===== config.mk =====
export PLATFORM = sky130hd
export DESIGN_NAME = line_command_forwarder
export DESIGN_NICKNAME = d
export VERILOG_FILES = /design/src/lcf_pkg.sv /design/src/lcf_front.sv /design/src/lcf_queue.sv /design/src/lcf_back.sv /design/src/line_command_forwarder.sv
export SDC_FILE = /design/constraint.sdc
export NUM_CORES = 1
export LEC_CHECK = 0
export BUFFER_PORTS_ARGS = -buffer_cell sky130_fd_sc_hd__clkbuf_2
export CAP_MARGIN = 25
export CORE_MARGIN = 5
export CORE_UTILIZATION = 35
export DETAILED_ROUTE_END_ITERATION = 6
export PLACE_DENSITY = 0.57
export RECOVER_POWER = 50
export SLEW_MARGIN = 25
export SYNTH_ARGS = -nofsm -noshare
export SYNTH_HDL_FRONTEND = slang
export SYNTH_SLANG_ARGS = --single-unit

===== constraint.sdc =====
create_clock -name clk -period 4 [get_ports clk]
set_clock_uncertainty 0.15 [all_clocks]
set_input_delay 1.2 -clock clk [delete_from_list [all_inputs] [get_ports clk]]
set_output_delay 1.2 -clock clk [all_outputs]
set_load 0.005 [all_outputs]

===== src/lcf_pkg.sv =====
// Shared types and constants of the line command forwarder.
// Used by every module of the block; depends on nothing.
`default_nettype none

package lcf_pkg;

	localparam int ROW_BYTES   = 64;
	localparam int COL_W       = $clog2(ROW_BYTES);
	localparam int PREFIX_LEN  = 13;
	localparam int MATCH_W     = 4;
	localparam int QUEUE_DEPTH = 4;

	localparam logic [7:0] DIGIT_BASE = 8'h30;
	localparam logic [7:0] NEWLINE    = 8'h0A;

	typedef enum logic [1:0] {
		KIND_DATA    = 2'd0,
		KIND_END     = 2'd1,
		KIND_INVALID = 2'd2
	} kind_t;

	// one queue entry: the first result of a byte, plus a flag for a trailing end marker
	typedef struct packed {
		kind_t      kind;
		logic [7:0] dest;
		logic [7:0] data;
		logic       two;
	} action_t;

	function automatic logic [7:0] prefix_byte(input logic [MATCH_W-1:0] idx);
		logic [7:0] b;
		unique case (idx)
			4'd0:    b = 8'h24;
			4'd1:    b = 8'h66;
			4'd2:    b = 8'h77;
			4'd3:    b = 8'h64;
			4'd4:    b = 8'h2D;
			4'd5:    b = 8'h6C;
			4'd6:    b = 8'h61;
			4'd7:    b = 8'h65;
			4'd8:    b = 8'h6C;
			4'd9:    b = 8'h61;
			4'd10:   b = 8'h70;
			4'd11:   b = 8'h73;
			4'd12:   b = 8'h2D;
			default: b = 8'h00;
		endcase
		return b;
	endfunction

endpackage

`default_nettype wire


===== src/lcf_front.sv =====
// Front end: takes bytes, tracks line position and prefix match, classifies each
// byte into an entry or none. Holds the dest_count register. Depends on lcf_pkg.
`default_nettype none

module lcf_front (
	input  wire logic             clk,
	input  wire logic             arst_n,
	input  wire logic             in_valid,
	output logic                  in_stall,
	input  wire logic [7:0]       rx_byte,
	input  wire logic             cfg_valid,
	output logic                  cfg_ready,
	input  wire logic [3:0]       cfg_data,
	input  wire logic             q_full,
	output logic                  q_push,
	output lcf_pkg::action_t      q_entry
);
	import lcf_pkg::*;

	typedef enum logic [2:0] {
		PH_SEARCH,
		PH_DIGIT,
		PH_SKIP,
		PH_FORWARD,
		PH_DONE
	} phase_t;

	phase_t             phase_q, phase_n;
	logic [COL_W-1:0]   col_q, col_n;
	logic [MATCH_W-1:0] mp_q, mp_n;
	logic [3:0]         target_q, target_n;
	logic               ended_q, ended_n;
	logic [3:0]         dest_count_q;
	logic               accept, line_end, emit;
	logic [7:0]         digit;

	assign in_stall  = q_full;
	assign cfg_ready = 1'b1;
	assign accept    = in_valid && !in_stall;
	assign digit     = rx_byte - DIGIT_BASE;

	always_comb begin
		phase_n  = phase_q;
		mp_n     = mp_q;
		target_n = target_q;
		ended_n  = ended_q;
		col_n    = col_q;
		emit     = 1'b0;
		q_entry  = '{kind: KIND_DATA, dest: {4'd0, target_q}, data: 8'd0, two: 1'b0};

		if (rx_byte == NEWLINE) begin
			line_end = 1'b1;
		end else begin
			col_n    = col_q + 1'b1;
			line_end = col_n >= COL_W'(ROW_BYTES - 1);
		end

		unique case (phase_q)
			PH_SEARCH: begin
				if (!ended_q) begin
					if (rx_byte == 8'd0) begin
						ended_n = 1'b1;
					end else begin
						if (rx_byte == prefix_byte(mp_q))
							mp_n = mp_q + 1'b1;
						else
							mp_n = (rx_byte == prefix_byte('0)) ? MATCH_W'(1) : '0;
						if (mp_n >= MATCH_W'(PREFIX_LEN)) begin
							phase_n = PH_DIGIT;
							// line full right after the prefix: digit reads as zero
							if (line_end) begin
								emit         = 1'b1;
								q_entry.kind = KIND_INVALID;
								q_entry.dest = 8'd0 - DIGIT_BASE;
							end
						end
					end
				end
			end
			PH_DIGIT: begin
				if (digit < {4'd0, dest_count_q}) begin
					target_n = digit[3:0];
					phase_n  = PH_SKIP;
					if (line_end) begin
						emit         = 1'b1;
						q_entry.kind = KIND_END;
						q_entry.dest = digit;
					end
				end else begin
					phase_n      = PH_DONE;
					emit         = 1'b1;
					q_entry.kind = KIND_INVALID;
					q_entry.dest = digit;
				end
			end
			PH_SKIP: begin
				phase_n = PH_FORWARD;
				if (line_end) begin
					emit         = 1'b1;
					q_entry.kind = KIND_END;
				end
			end
			PH_FORWARD: begin
				if (!ended_q && rx_byte == 8'd0) begin
					ended_n = 1'b1;
					if (line_end) begin
						emit         = 1'b1;
						q_entry.kind = KIND_END;
					end
				end else if (!ended_q) begin
					emit         = 1'b1;
					q_entry.data = rx_byte;
					q_entry.two  = line_end;
				end else if (line_end) begin
					emit         = 1'b1;
					q_entry.kind = KIND_END;
				end
			end
			PH_DONE: ;
			default: ;
		endcase
	end

	assign q_push = accept && emit;

	always_ff @(posedge clk or negedge arst_n) begin
		if (!arst_n) begin
			phase_q      <= PH_SEARCH;
			col_q        <= '0;
			mp_q         <= '0;
			target_q     <= '0;
			ended_q      <= 1'b0;
			dest_count_q <= 4'd5;
		end else begin
			if (cfg_valid && cfg_ready)
				dest_count_q <= cfg_data;
			if (accept) begin
				if (line_end) begin
					phase_q  <= PH_SEARCH;
					col_q    <= '0;
					mp_q     <= '0;
					target_q <= '0;
					ended_q  <= 1'b0;
				end else begin
					phase_q  <= phase_n;
					col_q    <= col_n;
					mp_q     <= mp_n;
					target_q <= target_n;
					ended_q  <= ended_n;
				end
			end
		end
	end

endmodule

`default_nettype wire


===== src/lcf_queue.sv =====
// Short FIFO of classified items between front and back end.
// Flip-flop storage, depth from lcf_pkg. Depends on lcf_pkg.
`default_nettype none

module lcf_queue (
	input  wire logic             clk,
	input  wire logic             arst_n,
	input  wire logic             push,
	input  wire lcf_pkg::action_t push_entry,
	input  wire logic             pop,
	output lcf_pkg::action_t      head,
	output logic                  empty,
	output logic                  full
);
	import lcf_pkg::*;

	localparam int PTR_W = $clog2(QUEUE_DEPTH);
	localparam int CNT_W = $clog2(QUEUE_DEPTH + 1);

	action_t            mem_q [QUEUE_DEPTH];
	logic [PTR_W-1:0]   wr_q, rd_q;
	logic [CNT_W-1:0]   count_q;

	assign empty = count_q == '0;
	assign full  = count_q == CNT_W'(QUEUE_DEPTH);
	assign head  = mem_q[rd_q];

	always_ff @(posedge clk) begin
		if (push)
			mem_q[wr_q] <= push_entry;
	end

	always_ff @(posedge clk or negedge arst_n) begin
		if (!arst_n) begin
			wr_q    <= '0;
			rd_q    <= '0;
			count_q <= '0;
		end else begin
			if (push)
				wr_q <= (wr_q == PTR_W'(QUEUE_DEPTH - 1)) ? '0 : wr_q + 1'b1;
			if (pop)
				rd_q <= (rd_q == PTR_W'(QUEUE_DEPTH - 1)) ? '0 : rd_q + 1'b1;
			if (push && !pop)
				count_q <= count_q + 1'b1;
			else if (pop && !push)
				count_q <= count_q - 1'b1;
		end
	end

endmodule

`default_nettype wire


===== src/lcf_back.sv =====
// Back end: expands queue entries into one or two results and drives the
// registered output channel. Depends on lcf_pkg.
`default_nettype none

module lcf_back (
	input  wire logic             clk,
	input  wire logic             arst_n,
	input  wire lcf_pkg::action_t head,
	input  wire logic             q_empty,
	output logic                  q_pop,
	output logic                  out_valid,
	input  wire logic             out_stall,
	output logic [1:0]            kind,
	output logic [7:0]            destination,
	output logic [7:0]            data,
	output logic                  last_of_item
);
	import lcf_pkg::*;

	logic  load, second_q;
	kind_t kind_q;

	assign load  = !out_valid || !out_stall;
	// a two-result entry stays at the head until its end marker goes out
	assign q_pop = load && !q_empty && (second_q || !head.two);
	assign kind  = kind_q;

	always_ff @(posedge clk or negedge arst_n) begin
		if (!arst_n) begin
			out_valid <= 1'b0;
			second_q  <= 1'b0;
		end else if (load) begin
			out_valid <= !q_empty;
			if (!q_empty)
				second_q <= !second_q && head.two;
		end
	end

	always_ff @(posedge clk) begin
		if (load && !q_empty) begin
			destination <= head.dest;
			if (second_q) begin
				kind_q       <= KIND_END;
				data         <= 8'd0;
				last_of_item <= 1'b1;
			end else begin
				kind_q       <= head.kind;
				data         <= head.data;
				last_of_item <= !head.two;
			end
		end
	end

endmodule

`default_nettype wire


===== src/line_command_forwarder.sv =====
// Each result passes through the item queue and then the output register.
// One byte per cycle in; one result per cycle out while out_stall is low, set by the
// single output register, so a forwarded newline and its end marker go out in turn.
// The front stalls input only when the four-entry item queue is full.
// Reset (arst_n low, asynchronous): line state cleared, queue empty, dest_count = 5.
// Depends on lcf_pkg, lcf_front, lcf_queue, lcf_back.
`default_nettype none

module line_command_forwarder (
	input  wire logic       clk,
	input  wire logic       arst_n,
	input  wire logic       in_valid,
	output logic            in_stall,
	input  wire logic [7:0] rx_byte,
	input  wire logic       cfg_valid,
	output logic            cfg_ready,
	input  wire logic [3:0] cfg_data,
	output logic            out_valid,
	input  wire logic       out_stall,
	output logic [1:0]      kind,
	output logic [7:0]      destination,
	output logic [7:0]      data,
	output logic            last_of_item
);
	import lcf_pkg::*;

	action_t push_entry, head;
	logic    push, pop, q_empty, q_full;

	lcf_front u_front (
		.clk       (clk),
		.arst_n    (arst_n),
		.in_valid  (in_valid),
		.in_stall  (in_stall),
		.rx_byte   (rx_byte),
		.cfg_valid (cfg_valid),
		.cfg_ready (cfg_ready),
		.cfg_data  (cfg_data),
		.q_full    (q_full),
		.q_push    (push),
		.q_entry   (push_entry)
	);

	lcf_queue u_queue (
		.clk        (clk),
		.arst_n     (arst_n),
		.push       (push),
		.push_entry (push_entry),
		.pop        (pop),
		.head       (head),
		.empty      (q_empty),
		.full       (q_full)
	);

	lcf_back u_back (
		.clk          (clk),
		.arst_n       (arst_n),
		.head         (head),
		.q_empty      (q_empty),
		.q_pop        (pop),
		.out_valid    (out_valid),
		.out_stall    (out_stall),
		.kind         (kind),
		.destination  (destination),
		.data         (data),
		.last_of_item (last_of_item)
	);

endmodule

`default_nettype wire


* Yosys cells after proc, flatten, opt, wreduce, memory -nomap -nowiden *
Memories as Yosys holds them, arrays and structs flattened.
Cells that the tools add are included.

operators by class
  add/sub/neg operators = 7
  magnitude comparators = 3
  eq/ne operators = 16
  muxes and demuxes = 57
  bitwise gates (word level) = 1
  reductions and logical operators = 34

operator list
  kind                   number
  $mux W10               5
  $mux W4                11
  $mux W9                4
  $mux W8                3
  $mux W3                7
  $mux W1                17
  $pmux W8 S2            1
  $mux W6                2
  $logic_not A1 Y1       9
  $pmux W3 S3            1
  $eq A8 B4 Y1 const B   1
  $eq A8 B6 Y1 const B   1
  $eq A8 B8 Y1           1
  $logic_and A1 B1 Y1    8
  $logic_not A8 Y1       1
  $lt A8 B4 Y1           1
  $pmux W2 S4            1
  $reduce_bool A2 Y1     4
  $sub A8 B6 Y8 const B  1
  $add A6 B1 Y6 const B  1
  $eq A3 B2 Y1 const B   2
  $ge A6 B6 Y1 const B   1
  $logic_not A3 Y1       2
  $mux W2                3
  23 further kinds       30

word-level totals
  flip-flop bits (word level) = 50
  RAM bits = 76
  bits in read-only memories = 112
  input port bits = 17
  output and inout port bits = 22
  logic and storage cells = 135
  memories kept = 2

memories
  name              depth  bits a word  read ports  clocked after Yosys merged registers in  wr ports  RTL line         source
  (name not given)  16     7            1           0                                        0         lcf_pkg.sv:32    unique case (idx)
  u_queue.mem_q     4      19           1           0                                        1         lcf_queue.sv:20  action_t mem_q [QUEUE_DEPTH];

* Longest topological paths before layout *
Gate-level depths: netlist of run 1.

  depth after elaboration = 19
  depth in mapped cells = 16

* Cells and area by module *
Synthesis of run 1 repeated with hierarchy kept, for this count alone.

unflattened totals
  cells, all modules = 425
  area, all modules = 5950.7 um^2

modules (own cells, without submodules)
  module     instances  cells each  area each (um^2)
  lcf_queue  1          136         3159.3
  lcf_front  1          250         2047.0
  lcf_back   1          39          744.5

* Worst setup path before layout of run 1 *
Ideal clock, no wire load.

  path type = input -> register
  start point = input rx_byte[1]
  end point = register u_queue.count_q[1]
  library setup time = 125 ps
  arrival time = 3928 ps
  setup slack = -203 ps
  stages on the path = 11
  buffers on the path = 0
  cell sequence = ha_1 a2111o_1 a2111oi_4 nor2_1 o311a_1 a31oi_4 inv_1 ha_1 inv_1 fa_1 mux2_2

between the ends
  cells in the longest elaborated chain, start to end = 15

RTL lines
  element                              RTL line                      source
  from (decl)                          line_command_forwarder.sv:14  input wire logic [7:0] rx_byte,
  $eq A8 B6 Y1                         lcf_front.sv:67               mp_n = (rx_byte == prefix_byte('0)) ? MATCH_W'(1) : '0;
  $mux W1                              lcf_front.sv:67
  $mux W4                              lcf_front.sv:64               if (rx_byte == prefix_byte(mp_q))
  $mux W4                              lcf_front.sv:61               if (rx_byte == 8'd0) begin
  $mux W4                              lcf_front.sv:60               if (!ended_q) begin
  $mux W4                              lcf_front.sv:58               unique case (phase_q)
  $ge A4 B4 Y1                         lcf_front.sv:68               if (mp_n >= MATCH_W'(PREFIX_LEN)) begin
  $mux W1                              lcf_front.sv:68
  $mux W1                              lcf_front.sv:61
  $mux W1                              lcf_front.sv:60
  $pmux W1 S4 *                        lcf_front.sv:58
  $logic_and A1 B1 Y1 *                lcf_front.sv:124              assign q_push = accept && emit;
  net push                             line_command_forwarder.sv:28  logic push, pop, q_empty, q_full;
  $logic_not A1 Y1                     lcf_queue.sv:45               else if (pop && !push)
  $logic_and A1 B1 Y1                  lcf_queue.sv:45
  $reduce_bool A2 Y1 (no source line)  n/a
  to (signal assigned)                 lcf_queue.sv:44               count_q <= count_q + 1'b1;
  to (signal assigned)                 lcf_queue.sv:46               count_q <= count_q - 1'b1;
  to (decl)                            lcf_queue.sv:22               logic [CNT_W-1:0] count_q;

The timed path passes the listed nets; every way through them passes the cells marked *. The select of a mux whose other input is x is not followed.
A chain may end at the register's enable or synchronous reset.

* Worst setup path in the final report of run 1 *
Same ends and word-level chain as after synthesis.

==> out/metrics.yaml, run 1 <==
run_status:
  outcome: "finished, violations left"
  failed_checks: "capacitance limit, slew limit"
timing:
  period_minus_slack_ps: 3850
  fin_tns_setup_ps: 0
  slew_viol_final: 54
  timing.fmax_ghz: 0.260
  finalSetupViolCount: 0
  max_slew_margin: -0.317
  tightest_slew_ps: 1980
  setup_ws_ps: 154
  hold_violations: 0
  rsz0062_at_grt: "false"
  finalCritPeriodShare: 0.961
synthesis:
  synth-seq-cells: 126
  yosys.area_share.simple: 0.126
  synthCells: 416
  synth_fa_ha_area_frac: 0.0482
  synth_top_family_by_area: "simple AND/OR/NAND/NOR gates"
  avgSynthCellArea_um2: 14.1
  synthArstFlopShare: 0.246
  synth_warnings: 0
  ys_types: 63
  seq_area_frac_synth: 0.619
  synth_flop_cell: "edfxtp_1"
  synth-edff-count: 95
  netlist_area_mm2: 0.00586
  syn_nets: 455
  synth_mux_area_frac: 0.103
  synth_compound_area_frac: 0.0704
  synth_xor_area_frac: 0.00896
pwr:
  p_seq_frac: 0.418
  irDropWorstVdd_uv: 257
  power.net_switching_mw: 1.18
  p_sw_frac: 0.272
  power.total_mw: 4.33
  combPwrFrac: 0.218
  power.share.clock: 0.363
  powerDensity_mw_per_mm2: 606
  p_leak_nw: 2.72
  internal_power_mw: 3.15
clock_tree:
  hold_buffers: 0
  insertion_delay_ps: 410
  post-cts-setup-buffers: 0
  cts_made_buffers: 17
  path_clk_slew_ps: 50
  postCtsResizedCells: 0
  htree_levels: 4
  numClockSinks: 126
  cts_tree: "built"
  clockRootBuffer: "clkbuf_16"
  cts_buffer_depth: 2
setup_path:
  max_stage_delay_ps: 450
  start_kind: "input port"
  worst_setup_path_end_kind: "flop"
  critPathLaunch: "rx_byte[1]"
  path_max_fanout: 2
  cp.arrival_ps: 3990
  critPathRequiredTime_ps: 4140
  r2r_start: "u_front.mp_q[1]$_DFFE_PN0P_"
  slowest_stage: "a2111o_1"
  cp_cell_sequence: "clkbuf_2 > ha_4 > a2111o_1 > a2111oi_4 > nor2_1 > o311a_1 > a31oi_4 > inv_1 > ha_2 > inv_2 > fa_1 > mux2_4"
  crit_type: "input port to flop"
place:
  pre_cts_slack_ps: -291
  portBuffers: 37
  place.gp.congestion: 0.807
  place_area_mm2: 0.00659
  hpwl_um: 8270
floorplanning:
  die_height_um: 139
  start_util: 0.355
  die_x_um: 139
  die_area_mm2: 0.0194
  row_count: 47
  io_pins: 39
  coreArea_mm2: 0.0165
layout:
  seq_area_mm2: 0.00363
  final_common_cell: "edfxtp_1"
  final_cell_area_mm2: 0.00715
  final_cell_mix: "95 x edfxtp_1, 34 x nand2_1, 29 x dfrtp_1"
  syn2layout_area_growth_pct: 21.9
  multi_input_area_mm2: 0.00211
  diodes: 0
  finalNetCount: 532
  n_fill_cell: 1524
  drive_gt1_frac: 0.241
routing:
  viasPerCell: 4.90
  via_count: 3559
  ant_nets: 0
  wl_per_cell_um: 16.6
  drt_iter0_drc: 203
  route.detailed.drc: 0
  first_pass_iters: 4
  wl_um: 12000
worst_hold_path:
  hp-start: "u_queue.count_q[2]$_DFFE_PN0P_"
  min_path_type: "flop to flop"
job:
  cap_viol_max_count: 2
global_routing:
  grt_first_pass_wirelength_um: 20000
  grt_max_degree: 32
  grt_pass1_vias: 3719
  antenna_found_initial: 0
  gr-total-overflow: 0
  grtUsageTotal: 0.132
[worst max-delay path: cells and delay by family]
kind	cells	cell delay, ps
compound gates	4	1420
buf+inv	3	220
mux	1	270
simple gates	1	80
fa+ha+maj	3	800
[routing by layer]
metal,track usage,routed length [um],up-vias
met4,0.0443,117,0
met3,0.0412,532,11
met2,0.220,6140,79
met1,0.164,5250,1755
li1,-,-,1714
met5,0,0,-
[synth_stat cells (all sizes together) (2+ instances only)]
cell,n,area (um2)
or2,2,12.5
mux2i,10,100
a31oi,4,40.0
dfstp,2,52.6
nand2b,6,37.5
a22o,2,18.8
mux2,6,75.1
and2b,4,35.0
nor2b,12,75.1
nand3,11,60.1
nand4,2,12.5
nand3b,3,22.5
nor3b,2,15.0
buf,6,35.0
and2,8,52.6
xor2,4,35.0
ha,21,263
inv,19,71.3
or3b,2,17.5
nand2,34,128
o21ai,21,105
edfxtp,95,2850
o2111ai,2,17.5
nor3,9,45.0
a21oi,11,55.1
clkbuf,8,30.0
or3,2,12.5
xnor2,2,17.5
and3,6,40.0
dfrtp,29,726
mux4,19,428
nor4b,3,26.3
nor2,19,71.3
nor4,6,52.6
o31ai,3,22.5
a21o,5,37.5
[through the flow]
stage                     hold slack [ps]   util  instances
final                                 340  0.433        726
after global routing                  365  0.433        726
after CTS                             342  0.436        726
after detailed placement              331  0.399        694
after global placement                325  0.399        694
after floorplan                       306      -        416
[cells by family (layout without fill, tap and decap cells)]
| kind of cell | Yosys count | count (layout) |
|---|---|---|
| simple gates | 134 | 134 |
| flops | 126 | 126 |
| compound gates | 59 | 59 |
| mux | 35 | 35 |
| buf+inv | 33 | 123 |
| fa+ha+maj | 22 | 22 |
| xor+xnor | 6 | 6 |
| other cells | 1 | 1 |
[layout make-up]
class / count / area share
clock buffers: 20 / 0.0611
flip-flops and latches: 126 / 0.508
well taps: 220 / 0.0385
repair buffers: 72 / 0.0632
clock inverters: 12 / 0.0236
inverters: 19 / 0.00998
multi-input cells: 257 / 0.296
[power by group through the flow]
stage	registers, mW	clock network [mW]	logic, mW
detailed placement	1.84	0	0.993
floorplan	1.79	0	0.679
global placement	1.83	0	0.970
CTS	1.81	1.60	0.998
global route	1.85	1.67	1.07
finish	1.81	1.57	0.945
[sequential cells by signal, indices dropped and copies added, names as in the netlist]
signal / count
u_back.data: 8
u_back.destination: 8
u_back.kind: 2
u_back.last_of_item: 1
u_back.out_valid: 1
u_back.second_q: 1
u_front.col_q: 6
u_front.dest_count_q: 4
u_front.ended_q: 1
u_front.mp_q: 4
u_front.phase_q: 3
u_front.target_q: 4
u_queue.count_q: 3
u_queue.mem_q: 76
u_queue.rd_q: 2
u_queue.wr_q: 2
[worst paths after layout]
kind / slack, ps / to / cells after the start
setup / recovery: 150 / u_queue.count_q[1]$_DFFE_PN0P_ / 12
setup reg to reg: 300 / u_queue.count_q[2]$_DFFE_PN0P_ / 15
min in group asynchronous: 1190 / u_front.dest_count_q[1]$_DFFE_PN0P_ / 1
hold / removal: 340 / u_queue.count_q[2]$_DFFE_PN0P_ / 1
hold reg to reg: 340 / u_queue.count_q[2]$_DFFE_PN0P_ / 1
max in group asynchronous: 1370 / u_queue.wr_q[0]$_DFFE_PN0P_ / 1
Power figures use the tool's default switching activity.
==> inputs of run 2 (changes only) <==
Settings changed: REMOVE_ABC_BUFFERS set to 1.
==> out/metrics.yaml, run 2 (synthesized netlist as in run 1, its figures left out) <==
timing:
  finalSetupViolCount: 0  # unchanged
  period_minus_slack_ps: 3830  # -18.8 ps
  tightest_slew_ps: 1840  # -133 ps
  slew_viol_final: 32  # -41%
  max_slew_margin: -0.228  # +0.0888
  fin_tns_setup_ps: 0  # unchanged
  finalCritPeriodShare: 0.957  # -0.00469
  setup_ws_ps: 173  # +18.8 ps
  rsz0062_at_grt: "false"
  timing.fmax_ghz: 0.261  # +0.49%
  hold_violations: 0  # unchanged
setup_path:
  crit_type: "input port to flop"
  critPathRequiredTime_ps: 4150  # about the same
  path_max_fanout: 2  # unchanged
  worst_setup_path_end_kind: "flop"
  cp.arrival_ps: 3970  # -20 ps
  start_kind: "input port"
clock_tree:
  insertion_delay_ps: 410  # about the same
  htree_levels: 4  # unchanged
  clockRootBuffer: "clkbuf_16"
  path_clk_slew_ps: 60  # about the same
  cts_made_buffers: 17  # unchanged
  postCtsResizedCells: 0  # unchanged
  post-cts-setup-buffers: 0  # unchanged
  numClockSinks: 126  # unchanged
  hold_buffers: 0  # unchanged
  cts_tree: "built"
  cts_buffer_depth: 2  # unchanged
floorplanning:
  coreArea_mm2: 0.0165  # unchanged
  die_height_um: 139  # unchanged
  die_x_um: 139  # unchanged
  io_pins: 39  # unchanged
  row_count: 47  # unchanged
  start_util: 0.355  # unchanged
  die_area_mm2: 0.0194  # unchanged
global_routing:
  grt_first_pass_wirelength_um: 20400  # +2.0%
  grt_pass1_vias: 3731  # +0.32%
  grt_max_degree: 32  # unchanged
  grtUsageTotal: 0.135  # +0.00323
  gr-total-overflow: 0  # unchanged
  antenna_found_initial: 0  # unchanged
layout:
  n_fill_cell: 1532  # +0.52%
  syn2layout_area_growth_pct: 20.8
  final_common_cell: "edfxtp_1"
  diodes: 0  # unchanged
  drive_gt1_frac: 0.234  # -0.00744
  utilization: 0.429  # -0.00401
  largest-register: "u_queue.mem_q"
  reg_top3: "u_queue.mem_q: 76 flops, u_back.data: 8 flops, u_back.destination: 8 flops"
  finalNetCount: 531  # -0.19%
  largest_register_ffs: 76  # unchanged
  final_cell_mix: "95 x edfxtp_1, 34 x nand2_1, 29 x dfrtp_1"
routing:
  via_count: 3617  # +1.6%
  drt_iter0_drc: 194  # -4.4%
  ant_nets: 0  # unchanged
  first_pass_iters: 4  # unchanged
  route.detailed.drc: 0  # unchanged
  viasPerCell: 4.99  # +1.8%
  wl_per_cell_um: 17.1  # +3.4%
  wl_um: 12400  # +3.2%
run_status:
  failed_checks: "capacitance limit, slew limit"
  outcome: "finished, violations left"
place:
  pre_cts_slack_ps: -242  # +49.1 ps
  place.gp.congestion: 0.875  # +8.5%
  hpwl_um: 8670  # +4.8%
  portBuffers: 37  # unchanged
worst_hold_path:
  min_path_type: "flop to flop"
pwr:
  powerDensity_mw_per_mm2: 594  # -1.9%
  irDropWorstVdd_uv: 290  # +13%
  power.total_mw: 4.21  # -2.8%
  p_leak_nw: 2.69  # -1.2%
job:
  cap_viol_max_count: 1  # -1
==> run 2: changes by cell type in the layout (fill, tap and decap cells not counted), sizes merged <==
cell      before  now
clkbuf        64   61
bufinv         4    2
inv           19   21
clkinv         5    6
clkinvlp       3    4
==> run 2: per-stage QoR <==
step	area (um2)	cells	hold slack [ps]
after global placement	6570	693	324
after CTS	7140	725	365
final	7080	725	347
after detailed placement	6570	693	353
after floorplan	5800	402	306
after global routing	7080	725	371
==> run 2: power by group <==
part | switching, mW | total, mW | internal, mW
clock | 0.558 | 1.47 | 0.914
sequential | 0.166 | 1.81 | 1.64
combinational | 0.467 | 0.931 | 0.464
total | 1.19 | 4.21 | 3.02
==> run 2: final timing paths <==
kind	start	endpoint	slack, ps	cells past startpoint
setup / recovery	rx_byte[1]	u_queue.count_q[1]$_DFFE_PN0P_	170	12
hold / removal	u_back.out_valid$_DFFE_PN0N_	u_back.out_valid$_DFFE_PN0N_	350	2
setup reg to reg	u_front.mp_q[1]$_DFFE_PN0P_	u_queue.count_q[2]$_DFFE_PN0P_	280	15
hold reg to reg	u_back.out_valid$_DFFE_PN0N_	u_back.out_valid$_DFFE_PN0N_	350	2
max in group asynchronous	arst_n	u_front.dest_count_q[3]$_DFFE_PN0P_	1490	1
min in group asynchronous	arst_n	u_queue.rd_q[1]$_DFFE_PN0P_	1130	1
==> run 2: per-layer routing <==
| metal | up-vias | GRT usage | wire length (um) |
|---|---|---|---|
| met2 | 74 | 0.223 | 6190 |
| met4 | 0 | 0.0499 | 239 |
| met5 | - | 0 | 0 |
| li1 | 1727 | - | - |
| met1 | 1801 | 0.173 | 5470 |
| met3 | 15 | 0.0353 | 529 |
==> run 2: area by class of cell <==
class                           count  area, um2  area share
Tap cell                          220        275      0.0389
Multi-Input combinational cell    257       2090       0.296
Clock buffer                       18        429      0.0606
Sequential cell                   126       3630       0.513
Inverter                           19       71.3      0.0101
Clock inverter                     14        143      0.0201
Timing Repair Buffer               71        440      0.0622
==> run 2: worst max-delay path: stages <==
cell       delay, ps
clkbuf_2         100
ha_1             290
a2111o_1         400
a2111oi_4        350
nor2_1            90
o311a_1          370
a31oi_4          160
inv_1             60
ha_1             200
inv_1             70
fa_1             410
mux2_2           270
